`config.mk`:
```
export PLATFORM = sky130hd
export DESIGN_NAME = piecewise_linear_membership_flat
export DESIGN_NICKNAME = d
export VERILOG_FILES = /design/src/sv/plm_pkg.sv /design/src/sv/plm_if.sv /design/src/sv/piecewise_linear_membership.sv /design/src/sv/plm_ram.sv /design/src/sv/plm_div.sv /design/src/flat_wrapper.sv
export SDC_FILE = /design/constraint.sdc
export NUM_CORES = 2
export LEC_CHECK = 0
export ABC_AREA = 0
export BUFFER_PORTS_ARGS = -buffer_cell sky130_fd_sc_hd__buf_2
export CAP_MARGIN = 20
export CORE_AREA = 2 2 652 654
export CTS_BUF_LIST = sky130_fd_sc_hd__clkbuf_8 sky130_fd_sc_hd__clkbuf_16
export CTS_CLUSTER_DIAMETER = 200
export DETAILED_ROUTE_END_ITERATION = 12
export DIE_AREA = 0 0 654 656
export PLACE_DENSITY = 0.65
export SLEW_MARGIN = 20
export SYNTH_ARGS = -nofsm -noshare
export SYNTH_HDL_FRONTEND = slang
export SYNTH_SLANG_ARGS = --single-unit
```
`constraint.sdc`:
```
create_clock -name i_clk -period 19.9 [get_ports i_clk]
set_input_delay 0.995 -clock i_clk [delete_from_list [all_inputs] [get_ports i_clk]]
set_output_delay 0.995 -clock i_clk [all_outputs]
set_load 0.05 [all_outputs]
```
`src/sv/plm_pkg.sv`:
```
package plm_pkg;

    // table geometry
    localparam int MAX_POINTS = 64;
    localparam int ADDR_W     = $clog2(MAX_POINTS);
    localparam int CNT_W      = 7;
    localparam int OP_W       = 2;
    localparam int X_W        = 32;
    localparam int A_W        = 16;
    localparam int WORD_W     = X_W + A_W;

    // interpolation datapath
    localparam int PROD_W     = X_W + A_W;
    localparam int QUO_W      = A_W;
    localparam int DIV_CNT_W  = $clog2(QUO_W + 1);

    typedef logic [ADDR_W-1:0]       t_addr;
    typedef logic [CNT_W-1:0]        t_count;
    typedef logic signed [X_W-1:0]   t_x;
    typedef logic [A_W-1:0]          t_alpha;
    typedef logic [WORD_W-1:0]       t_word;

    localparam t_alpha ALPHA_ONE   = t_alpha'(32768);
    localparam t_count MIN_POINTS  = t_count'(2);
    localparam t_count COUNT_LIMIT = t_count'(MAX_POINTS);
    localparam t_count COUNT_RESET = t_count'(2);

    typedef enum logic [OP_W-1:0] {
        OP_WRITE = 2'd0,
        OP_EVAL  = 2'd1,
        OP_CORE  = 2'd2
    } t_op;

    typedef enum logic [3:0] {
        S_IDLE,
        S_EV_X0,
        S_EV_XN,
        S_EV_CHKN,
        S_EV_MID,
        S_EV_CMP,
        S_EV_LO,
        S_EV_HI,
        S_EV_DIFF,
        S_EV_MUL,
        S_EV_START,
        S_EV_WAIT,
        S_CORE_FWD,
        S_CORE_BWD,
        S_DONE
    } t_state;

    // divider status toward the controller
    typedef struct packed {
        logic busy;
        logic done;
    } t_div_stat;

endpackage

```
`src/sv/plm_if.sv`:
```
interface plm_in_if;
    logic                 valid;
    logic                 ready;
    logic [plm_pkg::OP_W-1:0] operation;
    plm_pkg::t_addr       point_index;
    plm_pkg::t_x          point_x;
    plm_pkg::t_alpha      point_alpha;
    plm_pkg::t_x          query_x;

    modport source (
        output valid, operation, point_index, point_x, point_alpha, query_x,
        input  ready
    );
    modport sink (
        input  valid, operation, point_index, point_x, point_alpha, query_x,
        output ready
    );
endinterface

interface plm_out_if;
    logic            valid;
    logic            ready;
    plm_pkg::t_alpha membership;
    plm_pkg::t_x     core_lower;
    logic            core_lower_valid;
    plm_pkg::t_x     core_upper;
    logic            core_upper_valid;

    modport source (
        output valid, membership, core_lower, core_lower_valid, core_upper,
               core_upper_valid,
        input  ready
    );
    modport sink (
        input  valid, membership, core_lower, core_lower_valid, core_upper,
               core_upper_valid,
        output ready
    );
endinterface

```
`src/sv/piecewise_linear_membership.sv`:
```
// Piecewise-linear membership table: up to 64 breakpoints (x in signed Q16.16,
// membership in Q1.15) held in one single-port-read RAM, each item handled to
// completion before the next is taken. An evaluate item reads the two end
// points, then binary-searches the table with one RAM read a step, reads the
// enclosing pair, multiplies once and runs a 16-step shift-subtract divider.
// A core item streams the table through the RAM read port one entry a cycle,
// forward and then backward, stopping each pass at the first fall. Entries
// must be written before they are read, and point_count may only change while
// the block is idle. A finished result waits in an output register, so the
// next item can be taken while it is unread.
module piecewise_linear_membership (
    input  logic                     i_clk,
    input  logic                     i_rst_n,
    input  logic                     i_cfg_we,
    input  logic [plm_pkg::CNT_W-1:0] i_cfg_wdata,
    plm_in_if.sink                   i_item,
    plm_out_if.source                o_result
);
    import plm_pkg::*;

    t_state         r_state, n_state;
    t_count         r_point_count;
    t_x             r_q, n_q;
    t_addr          r_lo, n_lo;
    t_addr          r_hi, n_hi;
    t_x             r_x0, n_x0;
    t_alpha         r_a0, n_a0;
    logic [X_W-1:0] r_t, n_t;
    logic [X_W-1:0] r_dx, n_dx;
    t_alpha         r_absda, n_absda;
    logic           r_neg, n_neg;
    logic [PROD_W-1:0] r_prod, n_prod;
    t_count         r_i, n_i;
    t_addr          r_j, n_j;
    logic           r_v, n_v;
    t_alpha         r_prev, n_prev;
    logic           r_found, n_found;

    // result being built and the output register
    t_alpha         r_res_mem, n_res_mem;
    t_x             r_res_lb, n_res_lb;
    logic           r_res_lv, n_res_lv;
    t_x             r_res_ub, n_res_ub;
    logic           r_res_uv, n_res_uv;
    t_alpha         r_out_mem;
    t_x             r_out_lb;
    logic           r_out_lv;
    t_x             r_out_ub;
    logic           r_out_uv;
    logic           r_out_valid, n_out_valid;
    logic           out_load;

    // memory ports
    logic           mem_we;
    t_word          mem_wdata;
    t_addr          mem_raddr;
    t_word          mem_rdata;
    t_x             rd_x;
    t_alpha         rd_a;

    // divider
    logic           div_start;
    logic [QUO_W-1:0] div_quo;
    t_div_stat      div_stat;

    // misc datapath
    t_count         used_n;
    t_addr          last_idx;
    t_addr          mid;
    logic           accept;
    logic signed [X_W:0]   dx_w;
    logic signed [X_W:0]   t_w;
    logic signed [A_W:0]   da_w;
    logic signed [A_W:0]   da_neg;
    logic signed [A_W+1:0] q_signed;
    logic signed [A_W+2:0] sum_w;
    t_alpha         a0_sat;

    plm_ram #(
        .WIDTH (WORD_W),
        .DEPTH (MAX_POINTS)
    ) u_ram (
        .i_clk   (i_clk),
        .i_we    (mem_we),
        .i_waddr (i_item.point_index),
        .i_wdata (mem_wdata),
        .i_raddr (mem_raddr),
        .o_rdata (mem_rdata)
    );

    plm_div u_div (
        .i_clk      (i_clk),
        .i_rst_n    (i_rst_n),
        .i_start    (div_start),
        .i_dividend (r_prod),
        .i_divisor  (r_dx),
        .o_quotient (div_quo),
        .o_stat     (div_stat)
    );

    // clamp the point count to the table range
    always_comb begin
        if (r_point_count < MIN_POINTS) begin
            used_n = MIN_POINTS;
        end else if (r_point_count > COUNT_LIMIT) begin
            used_n = COUNT_LIMIT;
        end else begin
            used_n = r_point_count;
        end
        last_idx = t_addr'(used_n - t_count'(1));
        mid      = t_addr'(({1'b0, r_lo} + {1'b0, r_hi}) >> 1);
    end

    assign accept    = i_item.valid && i_item.ready;
    assign i_item.ready = (r_state == S_IDLE);
    assign mem_we    = accept && (i_item.operation == OP_WRITE);
    assign mem_wdata = {i_item.point_x, i_item.point_alpha};
    assign rd_x      = t_x'(mem_rdata[WORD_W-1:A_W]);
    assign rd_a      = mem_rdata[A_W-1:0];
    assign div_start = (r_state == S_EV_START);
    assign out_load  = (r_state == S_DONE) && (!r_out_valid || o_result.ready);

    // interval arithmetic and final sum
    always_comb begin
        dx_w     = {rd_x[X_W-1], rd_x} - {r_x0[X_W-1], r_x0};
        t_w      = {r_q[X_W-1], r_q} - {r_x0[X_W-1], r_x0};
        da_w     = $signed({1'b0, rd_a}) - $signed({1'b0, r_a0});
        da_neg   = -da_w;
        a0_sat   = (r_a0 > ALPHA_ONE) ? ALPHA_ONE : r_a0;
        q_signed = r_neg ? -$signed({2'b00, div_quo}) : $signed({2'b00, div_quo});
        sum_w    = $signed({3'b000, r_a0}) + {q_signed[A_W+1], q_signed};
    end

    // controller: next state, read address and datapath updates
    always_comb begin
        n_state   = r_state;
        n_q       = r_q;
        n_lo      = r_lo;
        n_hi      = r_hi;
        n_x0      = r_x0;
        n_a0      = r_a0;
        n_t       = r_t;
        n_dx      = r_dx;
        n_absda   = r_absda;
        n_neg     = r_neg;
        n_prod    = r_prod;
        n_i       = r_i;
        n_j       = r_j;
        n_v       = r_v;
        n_prev    = r_prev;
        n_found   = r_found;
        n_res_mem = r_res_mem;
        n_res_lb  = r_res_lb;
        n_res_lv  = r_res_lv;
        n_res_ub  = r_res_ub;
        n_res_uv  = r_res_uv;
        mem_raddr = r_lo;
        n_out_valid = r_out_valid && !o_result.ready;

        unique case (r_state)
            S_IDLE: begin
                if (accept) begin
                    n_q       = i_item.query_x;
                    n_res_mem = '0;
                    n_res_lb  = '0;
                    n_res_lv  = 1'b0;
                    n_res_ub  = '0;
                    n_res_uv  = 1'b0;
                    n_i       = '0;
                    n_v       = 1'b0;
                    n_found   = 1'b0;
                    case (i_item.operation)
                        OP_EVAL: n_state = S_EV_X0;
                        OP_CORE: n_state = S_CORE_FWD;
                        default: n_state = S_DONE;
                    endcase
                end
            end
            S_EV_X0: begin
                mem_raddr = '0;
                n_state   = S_EV_XN;
            end
            S_EV_XN: begin
                // data is x of the first point
                mem_raddr = last_idx;
                n_state   = (r_q <= rd_x) ? S_DONE : S_EV_CHKN;
            end
            S_EV_CHKN: begin
                // data is x of the last point
                n_lo = '0;
                n_hi = last_idx;
                if (r_q >= rd_x) begin
                    n_state = S_DONE;
                end else if (last_idx > t_addr'(1)) begin
                    n_state = S_EV_MID;
                end else begin
                    n_state = S_EV_LO;
                end
            end
            S_EV_MID: begin
                mem_raddr = mid;
                n_state   = S_EV_CMP;
            end
            S_EV_CMP: begin
                if (r_q < rd_x) begin
                    n_hi = mid;
                end else begin
                    n_lo = mid;
                end
                n_state = ((n_hi - n_lo) > t_addr'(1)) ? S_EV_MID : S_EV_LO;
            end
            S_EV_LO: begin
                mem_raddr = r_lo;
                n_state   = S_EV_HI;
            end
            S_EV_HI: begin
                mem_raddr = r_lo + t_addr'(1);
                n_x0      = rd_x;
                n_a0      = rd_a;
                n_state   = S_EV_DIFF;
            end
            S_EV_DIFF: begin
                // data is the upper point of the interval
                if (dx_w <= 0) begin
                    n_res_mem = a0_sat;
                    n_state   = S_DONE;
                end else begin
                    n_dx    = dx_w[X_W-1:0];
                    n_t     = t_w[X_W-1:0];
                    n_neg   = da_w[A_W];
                    n_absda = da_w[A_W] ? da_neg[A_W-1:0] : da_w[A_W-1:0];
                    n_state = S_EV_MUL;
                end
            end
            S_EV_MUL: begin
                n_prod  = r_t * r_absda;
                n_state = S_EV_START;
            end
            S_EV_START: begin
                n_state = S_EV_WAIT;
            end
            S_EV_WAIT: begin
                if (div_stat.done) begin
                    if (sum_w < 0) begin
                        n_res_mem = '0;
                    end else if (sum_w > $signed({3'b000, ALPHA_ONE})) begin
                        n_res_mem = ALPHA_ONE;
                    end else begin
                        n_res_mem = sum_w[A_W-1:0];
                    end
                    n_state = S_DONE;
                end
            end
            S_CORE_FWD: begin
                // stream entries upward; data belongs to entry r_j
                mem_raddr = r_i[ADDR_W-1:0];
                n_i       = r_i + t_count'(1);
                n_j       = r_i[ADDR_W-1:0];
                n_v       = 1'b1;
                if (r_v) begin
                    if (r_j != '0 && rd_a < r_prev) begin
                        // first fall ends the pass
                        n_res_lv = r_found;
                        n_i      = t_count'(last_idx);
                        n_v      = 1'b0;
                        n_found  = 1'b0;
                        n_state  = S_CORE_BWD;
                    end else begin
                        if (r_j != '0 && rd_a > r_prev) begin
                            n_res_lb = rd_x;
                            n_found  = 1'b1;
                        end
                        n_prev = rd_a;
                        if (r_j == last_idx) begin
                            // no fall: lower bound not valid
                            n_res_lb = '0;
                            n_res_lv = 1'b0;
                            n_i      = t_count'(last_idx);
                            n_v      = 1'b0;
                            n_found  = 1'b0;
                            n_state  = S_CORE_BWD;
                        end
                    end
                end
            end
            S_CORE_BWD: begin
                // stream entries downward; mirror of the forward pass
                mem_raddr = r_i[ADDR_W-1:0];
                n_i       = r_i - t_count'(1);
                n_j       = r_i[ADDR_W-1:0];
                n_v       = 1'b1;
                if (r_v) begin
                    if (r_j != last_idx && rd_a < r_prev) begin
                        n_res_uv = r_found;
                        n_state  = S_DONE;
                    end else begin
                        if (r_j != last_idx && rd_a > r_prev) begin
                            n_res_ub = rd_x;
                            n_found  = 1'b1;
                        end
                        n_prev = rd_a;
                        if (r_j == '0) begin
                            n_res_ub = '0;
                            n_res_uv = 1'b0;
                            n_state  = S_DONE;
                        end
                    end
                end
            end
            S_DONE: begin
                if (out_load) begin
                    n_out_valid = 1'b1;
                    n_state     = S_IDLE;
                end
            end
            default: begin
                n_state = S_IDLE;
            end
        endcase
    end

    // control registers
    always_ff @(posedge i_clk) begin
        if (!i_rst_n) begin
            r_state       <= S_IDLE;
            r_point_count <= COUNT_RESET;
            r_out_valid   <= 1'b0;
            r_v           <= 1'b0;
        end else begin
            r_state     <= n_state;
            r_out_valid <= n_out_valid;
            r_v         <= n_v;
            if (i_cfg_we) begin
                r_point_count <= i_cfg_wdata;
            end
        end
    end

    // datapath registers
    always_ff @(posedge i_clk) begin
        r_q       <= n_q;
        r_lo      <= n_lo;
        r_hi      <= n_hi;
        r_x0      <= n_x0;
        r_a0      <= n_a0;
        r_t       <= n_t;
        r_dx      <= n_dx;
        r_absda   <= n_absda;
        r_neg     <= n_neg;
        r_prod    <= n_prod;
        r_i       <= n_i;
        r_j       <= n_j;
        r_prev    <= n_prev;
        r_found   <= n_found;
        r_res_mem <= n_res_mem;
        r_res_lb  <= n_res_lb;
        r_res_lv  <= n_res_lv;
        r_res_ub  <= n_res_ub;
        r_res_uv  <= n_res_uv;
        if (out_load) begin
            r_out_mem <= r_res_mem;
            r_out_lb  <= r_res_lb;
            r_out_lv  <= r_res_lv;
            r_out_ub  <= r_res_ub;
            r_out_uv  <= r_res_uv;
        end
    end

    assign o_result.valid            = r_out_valid;
    assign o_result.membership       = r_out_mem;
    assign o_result.core_lower       = r_out_lb;
    assign o_result.core_lower_valid = r_out_lv;
    assign o_result.core_upper       = r_out_ub;
    assign o_result.core_upper_valid = r_out_uv;

    // divider is never restarted while a division is running
    a_div_start_idle: assert property (@(posedge i_clk) disable iff (!i_rst_n)
        div_start |-> !div_stat.busy)
        else $error("divider started while busy");

    // binary search keeps a non-empty bracket
    a_search_bracket: assert property (@(posedge i_clk) disable iff (!i_rst_n)
        (r_state == S_EV_MID || r_state == S_EV_CMP) |-> (r_hi - r_lo) > t_addr'(1))
        else $error("search bracket collapsed");

    // an accepted item always leaves the idle state
    a_accept_leaves_idle: assert property (@(posedge i_clk) disable iff (!i_rst_n)
        accept |=> r_state != S_IDLE)
        else $error("item accepted without starting work");

    // membership output stays saturated
    a_membership_range: assert property (@(posedge i_clk) disable iff (!i_rst_n)
        r_out_valid |-> r_out_mem <= ALPHA_ONE)
        else $error("membership above one");

endmodule

```
`src/sv/plm_ram.sv`:
```
module plm_ram #(
    parameter int WIDTH = 8,
    parameter int DEPTH = 16
) (
    input  logic                     i_clk,
    input  logic                     i_we,
    input  logic [$clog2(DEPTH)-1:0] i_waddr,
    input  logic [WIDTH-1:0]         i_wdata,
    input  logic [$clog2(DEPTH)-1:0] i_raddr,
    output logic [WIDTH-1:0]         o_rdata
);

    logic [WIDTH-1:0] r_mem [DEPTH];
    logic [WIDTH-1:0] r_rdata;

    // one write port, one registered read port
    always_ff @(posedge i_clk) begin
        if (i_we) begin
            r_mem[i_waddr] <= i_wdata;
        end
        r_rdata <= r_mem[i_raddr];
    end

    assign o_rdata = r_rdata;

endmodule

```
`src/sv/plm_div.sv`:
```
module plm_div (
    input  logic                       i_clk,
    input  logic                       i_rst_n,
    input  logic                       i_start,
    input  logic [plm_pkg::PROD_W-1:0] i_dividend,
    input  logic [plm_pkg::X_W-1:0]    i_divisor,
    output logic [plm_pkg::QUO_W-1:0]  o_quotient,
    output plm_pkg::t_div_stat         o_stat
);
    import plm_pkg::*;

    logic [X_W-1:0]       r_rem;
    logic [X_W-1:0]       n_rem;
    logic [QUO_W-1:0]     r_quo;
    logic [QUO_W-1:0]     n_quo;
    logic [DIV_CNT_W-1:0] r_cnt;
    logic                 r_busy;
    logic                 r_done;
    logic [X_W:0]         trial;
    logic                 q_bit;

    // one restoring step: bring down the next dividend bit, try the subtract
    always_comb begin
        trial = {r_rem, r_quo[QUO_W-1]};
        q_bit = (trial >= {1'b0, i_divisor});
        if (q_bit) begin
            n_rem = X_W'(trial - {1'b0, i_divisor});
        end else begin
            n_rem = trial[X_W-1:0];
        end
        n_quo = {r_quo[QUO_W-2:0], q_bit};
    end

    // the dividend is below divisor * 2^QUO_W, so QUO_W steps give the quotient
    always_ff @(posedge i_clk) begin
        if (!i_rst_n) begin
            r_busy <= 1'b0;
            r_done <= 1'b0;
        end else begin
            r_done <= 1'b0;
            if (i_start) begin
                r_busy <= 1'b1;
            end else if (r_busy && r_cnt == DIV_CNT_W'(QUO_W - 1)) begin
                r_busy <= 1'b0;
                r_done <= 1'b1;
            end
        end
        if (i_start) begin
            r_rem <= i_dividend[PROD_W-1:QUO_W];
            r_quo <= i_dividend[QUO_W-1:0];
            r_cnt <= '0;
        end else if (r_busy) begin
            r_rem <= n_rem;
            r_quo <= n_quo;
            r_cnt <= r_cnt + DIV_CNT_W'(1);
        end
    end

    assign o_quotient  = r_quo;
    assign o_stat.busy = r_busy;
    assign o_stat.done = r_done;

endmodule

```
`src/flat_wrapper.sv`:
```
// flat-port wrapper written by rule: the top's interface ports become plain ports
module piecewise_linear_membership_flat import plm_pkg::*;
  (i_clk, i_rst_n, i_cfg_we, i_cfg_wdata, i_item_valid, i_item_operation, i_item_point_index, i_item_point_x, i_item_point_alpha, i_item_query_x, i_item_ready, o_result_valid, o_result_membership, o_result_core_lower, o_result_core_lower_valid, o_result_core_upper, o_result_core_upper_valid, o_result_ready);
  plm_in_if i_item_i ();
  plm_out_if o_result_i ();
  input  logic i_clk;
  input  logic i_rst_n;
  input  logic i_cfg_we;
  input  logic [plm_pkg::CNT_W-1:0] i_cfg_wdata;
  input wire logic [$bits(i_item_i.valid)-1:0] i_item_valid;
  input wire logic [$bits(i_item_i.operation)-1:0] i_item_operation;
  input wire logic [$bits(i_item_i.point_index)-1:0] i_item_point_index;
  input wire logic [$bits(i_item_i.point_x)-1:0] i_item_point_x;
  input wire logic [$bits(i_item_i.point_alpha)-1:0] i_item_point_alpha;
  input wire logic [$bits(i_item_i.query_x)-1:0] i_item_query_x;
  output wire logic [$bits(i_item_i.ready)-1:0] i_item_ready;
  output wire logic [$bits(o_result_i.valid)-1:0] o_result_valid;
  output wire logic [$bits(o_result_i.membership)-1:0] o_result_membership;
  output wire logic [$bits(o_result_i.core_lower)-1:0] o_result_core_lower;
  output wire logic [$bits(o_result_i.core_lower_valid)-1:0] o_result_core_lower_valid;
  output wire logic [$bits(o_result_i.core_upper)-1:0] o_result_core_upper;
  output wire logic [$bits(o_result_i.core_upper_valid)-1:0] o_result_core_upper_valid;
  input wire logic [$bits(o_result_i.ready)-1:0] o_result_ready;
  assign i_item_i.valid = i_item_valid;
  assign i_item_i.operation = i_item_operation;
  assign i_item_i.point_index = i_item_point_index;
  assign i_item_i.point_x = i_item_point_x;
  assign i_item_i.point_alpha = i_item_point_alpha;
  assign i_item_i.query_x = i_item_query_x;
  assign i_item_ready = i_item_i.ready;
  assign o_result_valid = o_result_i.valid;
  assign o_result_membership = o_result_i.membership;
  assign o_result_core_lower = o_result_i.core_lower;
  assign o_result_core_lower_valid = o_result_i.core_lower_valid;
  assign o_result_core_upper = o_result_i.core_upper;
  assign o_result_core_upper_valid = o_result_i.core_upper_valid;
  assign o_result_i.ready = o_result_ready;
  piecewise_linear_membership u_core (.i_clk(i_clk), .i_rst_n(i_rst_n), .i_cfg_we(i_cfg_we), .i_cfg_wdata(i_cfg_wdata), .i_item(i_item_i), .o_result(o_result_i));
endmodule
```
== After elaboration in Yosys (flattened, before gate mapping) ==
Memory sizes are Yosys's and may differ from the RTL's. A register that Yosys moved wholly into a read port is not among the register bits.
Index checks and enable logic that the tools add are counted.
Storage, ports and cells
  logic and storage cells: 223
  memory bits (writable): 3072
  input bits: 100
  memories: 1
  register bits: 483
  output and inout bits: 84
Memory list
  u_core.u_ram.r_mem: depth 64, width 48, read ports 1, clocked after memory_dff 1, write ports 1, RTL line plm_ram.sv:13  | logic [WIDTH-1:0] r_mem [DEPTH];
Cells by class
  equality and inequality tests: 33
  multiplexer cells: 88
  bitwise operators: 2
  order comparisons: 14
  add/subtract/negate cells: 14
  reductions and logical operators: 37
  $mul: 1
Operators by type and width (number)
  2-to-1 mux 32 bit: 12
  2-to-1 mux 16 bit: 13
  case mux 32 bit (2 select lines): 2
  subtractor 32 bit: 2
  case mux 4 bit (15 select lines): 1
  multiplier 32 x 16 -> 48 bit: 1
  case mux 16 bit (3 select lines): 1
  2-to-1 mux 4 bit: 11
  2-to-1 mux 6 bit: 6
  greater-or-equal comparator 33 x 32 -> 1 bit: 1
  less-or-equal comparator 33 x 1 -> 1 bit, second input constant: 1
  subtractor 32 x 32 -> 33 bit: 1
  greater-or-equal comparator 32 bit: 1
  less-or-equal comparator 32 bit: 1
  < comparator 32 bit: 1
  case mux 16 bit (2 select lines): 1
  case mux 6 bit (5 select lines): 1
  equality test 4 bit, second input constant: 7
  2-to-1 mux 7 bit: 4
  2-to-1 mux 1 bit: 24
  case mux 6 bit (2 select lines): 2
  case mux 7 bit (3 select lines): 1
  adder 17 x 18 -> 19 bit: 1
  greater-than comparator 19 x 17 -> 1 bit, second input constant: 1
  other kinds (50): 92

== Longest topological paths before layout ==
  depth after elaboration: 11
  gate-level depth with buffers: 25

== By module ==
Synthesis repeated with hierarchy kept, for this count alone.
Second synthesis, totals
  cells, all modules: 9478
  area, all modules: 161078.2 um^2
By module, submodules not included
  plm_ram: area an instance 118190.9 um^2, sequential area each 93209.4 um^2, instances 1, cells an instance 5247
  piecewise_linear_membership: area an instance 38384.3 um^2, sequential area each 12692.2 um^2, instances 1, cells an instance 3708
  plm_div: area an instance 4503.1 um^2, sequential area each 1581.5 um^2, instances 1, cells an instance 523

== Least setup slack after synthesis ==
No wires, ideal clock.
  path type: register -> register
  from: register u_core.u_ram.r_rdata[16], in the netlist u_core.u_ram.o_rdata[16] (read register of u_core.u_ram.r_mem)
  to: register u_core.r_res_mem[0], enable pin
  arrival time: 10568 ps
  setup slack: 8469 ps
  library setup time: 863 ps
  path buffers: 0
  cell stages (with the launch flop): 15
  cells stage by stage: dfxtp_1 inv_1 ha_1 fa_1 and2b_2 o211ai_2 a21boi_2 a21oi_2 or3_1 and3_1 nor3_1 or4_1 nor4_2 a211oi_1 nor3_1
On the way
  longest elaborated chain between the ends: 4
Ends and longest elaborated chain
  start: declaration: RTL line plm_ram.sv:14  | logic [WIDTH-1:0] r_rdata;
  subtractor 32 x 32 -> 33 bit: RTL line piecewise_linear_membership.sv:125  | dx_w = {rd_x[X_W-1], rd_x} - {r_x0[X_W-1], r_x0};
  via u_core.dx_w[30]: RTL line piecewise_linear_membership.sv:71  | logic signed [X_W:0] dx_w;
  less-or-equal comparator 33 x 1 -> 1 bit: RTL line piecewise_linear_membership.sv:224  | if (dx_w <= 0) begin
  != test 2 x 1 -> 1 bit (no line)
  AND reduction 4 bit (no line)
  end signal: assignment: RTL line piecewise_linear_membership.sv:355  | r_res_mem <= n_res_mem;
  end: declaration: RTL line piecewise_linear_membership.sv:40  | t_alpha r_res_mem, n_res_mem;
The timed path passes the listed nets, and every way through them passes these cells.
A chain may end at the register's enable or synchronous reset.

== Final worst setup path ==
  from: register u_core.r_absda[8]
  to: register u_core.r_prod[46], data pin
On the way
  longest elaborated chain between the ends: 1
Ends and longest elaborated chain
  start: declaration: RTL line piecewise_linear_membership.sv:30  | t_alpha r_absda, n_absda;
  start signal: assignment: RTL line piecewise_linear_membership.sv:348  | r_absda <= n_absda;
  multiplier 32 x 16 -> 48 bit: RTL line piecewise_linear_membership.sv:236  | n_prod = r_t * r_absda;
  end signal: assignment: RTL line piecewise_linear_membership.sv:350  | r_prod <= n_prod;
  end: declaration: RTL line piecewise_linear_membership.sv:32  | logic [PROD_W-1:0] r_prod, n_prod;
No other way between the ends.

==> impl_metrics.csv <==
group,metric,value,unit
status,status,"complete, no violations",
clock_network,clkLatencyLatePin,0.99,ns
floorplan,core_area,0.4222,mm²
detailed_routing,ant_nets,0,
global_route,grt_pass1_vias,94410,
synth,synth_enable_flop_cells,3534,
setup_path,r2r_end,"u_core.r_prod[46]",
clock_network,cts_hold_buf,0,
setup_path,path_class,"reg2reg",
clock_network,cts_tree,"yes",
synth,synth_area,0.1680,mm²
sta,tightest_slew,1.238,ns
synth,syn_inst,10760,
synth,synth_top_area_share,63.17,%
detailed_routing,vias,93490,
detailed_routing,vias_per_cell,5.488,
synth,synth.most_common_cell,"edfxtp_1",
placement,hpwlAfterDp,275900,µm
global_route,antenna_found_initial,54,
detailed_routing,drtIter0Drc,8797,
placement,dpl.cell_count,16330,
synth,synth_flop_cell,"edfxtp_1",
layout,stdcell_count,17040,
floorplan,dieArea,0.4290,mm²
synth,yosys-top-cells-count,"edfxtp_1 (3,534), mux2i_1 (3,059), inv_1 (635)",
clock_network,cts_sinks,3602,
floorplan,die-height,656,µm
floorplan,placementRows,239,
synth,synthTopCellsByArea,"edfxtp_1 (63%), mux2i_1 (18%), fa_1 (5.1%)",
clock_network,clk_pin_slew,0.06,ns
hold_path,min_from,"i_item_query_x[28]",
layout,nets,11880,
sta,layout_min_cycle_time,8.032,ns
setup_path,worstReg2RegStart,"u_core.r_absda[8]",
setup_path,ff2ff_setup_slack,11.87,ns
synth,async_reset_ff_share,0,%
clock_network,cts_resized,0,
sta,grt_setup_unrepaired,"false",
global_route,grt-ovfl-total,0,
setup_path,r2r_cells,23,
hold_path,hold_path_class,"in2reg",
synth,ys_seq_area_share,63.99,%
sta,maxSlewHeadroom,17.49,%
clock_network,clockBufferDepth,4,
hold_path,hold_end,"u_core.r_q[28]",
placement,gp_congestion,0.8745,
sta,fin_skew,0.06899,ns
synth,syn_nets,11600,
global_route,grt_pass1_wl,662000,µm
detailed_routing,wl,466000,µm
detailed_routing,drt-pass1-iter-count,5,
floorplan,start_util,39.78,%
layout,drive_gt1_share,9.476,%
sta,post-route-period-util,40.36,%
synth,yosysTopAreaCell,"edfxtp_1",
setup_path,start_kind,"register",
setup_path,arrival,8.71,ns
sta,hold_viol,0,
clock_network,cts_root_buf,"clkbuf_16",
layout,area_growth,12.17,%
clock_network,post_cts.repair.setup_buffers,0,
detailed_routing,avgRoutedWirePerCell,27.36,µm
sta,fin_tns_setup,0,ns
setup_path,critPathMaxFanout,20,
setup_path,worstPathRequired,20.58,ns
flow_run,max_cap_violations,0,
synth,ys_seq_elements,3602,
hold_path,hold_depth,1,
detailed_routing,drc,0,
floorplan,die_w,654,µm
placement,io_buffers,183,
clock_network,cts_buffers,363,
synth,synth.avg_cell_area,15.62,µm²
setup_path,cp-end-kind,"register",
global_route,grt_max_degree,148,
synth,yosys_warnings,0,
global_route,track_usage,21.18,%
floorplan,ios,184,
sta,slew_viol_final,0,
synth,synth_cell_type_count,95,
sta,fmax,124.5,MHz
sta,setup_viol,0,
clock_network,h-tree-depth,5,
==> per-layer routing <==
layer | wire length (µm) | GRT usage (%)
met1 | 190400 | 27.77
met2 | 228000 | 35.95
met3 | 29850 | 2.944
met4 | 17670 | 7.402
met5 | 44 | 0
==> through the flow <==
step                      hold slack [ns]  setup slack [ns]  cell area [µm²]  utilization [%]
after floorplan                    0.4003             8.469           168000                -
after global placement             0.4031             11.81           176100            41.70
after detailed placement           0.4045             11.89           176100            41.71
after CTS                          0.1357             11.84           188100            44.55
after global routing               0.1696             11.35           188400            44.62
final                              0.2145             11.87           188400            44.62
==> cell families (layout without fill, tap and decap cells) <==
family	count (synthesis)	in the layout	share of synthesized area (%)
buffers and inverters	1121	1709	2.752
flip-flops	3602	3602	63.99
AO/OA/AOI/OAI	660	660	2.556
XOR/XNOR	202	202	1.058
multiplexers	3064	3064	18.26
other	0	28	0
AND/OR/NAND/NOR	1364	1364	3.954
adder cells (fa/ha/maj)	743	743	7.434
==> registers in the layout (all words and copies together), names as in the netlist, 7 cells and up <==
signal	cells
u_core.r_res_mem	16
u_core.r_a0	16
u_core.u_ram.o_rdata	48
u_core.u_div.o_quotient	16
u_core.o_result.membership	16
u_core.r_q	32
u_core.u_div.r_rem	32
u_core.r_t	32
u_core.u_ram.r_mem	3072
u_core.r_x0	32
u_core.r_prev	16
u_core.o_result.core_lower	32
u_core.r_dx	32
u_core.r_res_ub	32
u_core.r_prod	48
u_core.r_absda	16
u_core.o_result.core_upper	32
u_core.r_point_count	7
u_core.r_res_lb	32
==> final cells by class <==
class | count | area (µm²)
Fill cell | 36680 | 233800
Sequential cell | 3602 | 107500
Multi-Input combinational cell | 6033 | 56530
Clock buffer | 382 | 9424
Tap cell | 5663 | 7086
Timing Repair Buffer | 402 | 2854
Clock inverter | 290 | 2580
Inverter | 635 | 2384
Antenna cell | 28 | 70.07
==> cells in the final DEF (no fill, tap or decap), drive strengths merged, types with 27 or more instances in the layout <==
master and n:
diode 28, nor3 52, a31oi 27, dfxtp 68, inv 732, ha 318, buf 402, nand3 65
xor2 59, a21oi 210, xnor2 143, a21o 82, or3 29, o21ai 115, fa 425, clkinv 140
edfxtp 3534, and3 27, clkbuf 382, mux2i 3059, nor2 259, bufinv 38, and2 294, nand2 481
nand2b 35, o21a 33
==> worst max-delay path, cell delays in order, from the launching register on <==
cell       delay [ns]
edfxtp_1         0.89
buf_4            0.34
nand2_1          0.10
fa_1             0.53
inv_1            0.06
fa_1             0.49
inv_1            0.05
fa_1             0.55
inv_1            0.06
fa_1             0.46
fa_1             0.52
inv_1            0.06
fa_1             0.48
inv_1            0.06
ha_1             0.39
nand4_1          0.12
o31ai_1          0.61
a311oi_1         0.27
nor4_1           0.59
nor3_1           0.13
nor3_1           0.52
a2111oi_0        0.20
o21bai_1         0.19
xor2_1           0.09
==> worst max path at each step <==
stage / start / to / slack (ns) / depth (start not counted)
after floorplan: u_core.u_ram.o_rdata[16] / u_core.r_res_mem[0] / 8.47 / 14
after global placement: u_core.r_absda[8] / u_core.r_prod[46] / 11.81 / 23
after detailed placement: u_core.r_absda[8] / u_core.r_prod[46] / 11.89 / 23
after CTS: u_core.r_absda[8] / u_core.r_prod[46] / 11.84 / 23
after global routing: u_core.r_absda[8] / u_core.r_prod[46] / 11.35 / 23
final: u_core.r_absda[8] / u_core.r_prod[46] / 11.87 / 23
Power is left out: the tool's default activity adds up to more than one toggle a clock period on the data nets, which glitch-free logic cannot reach.
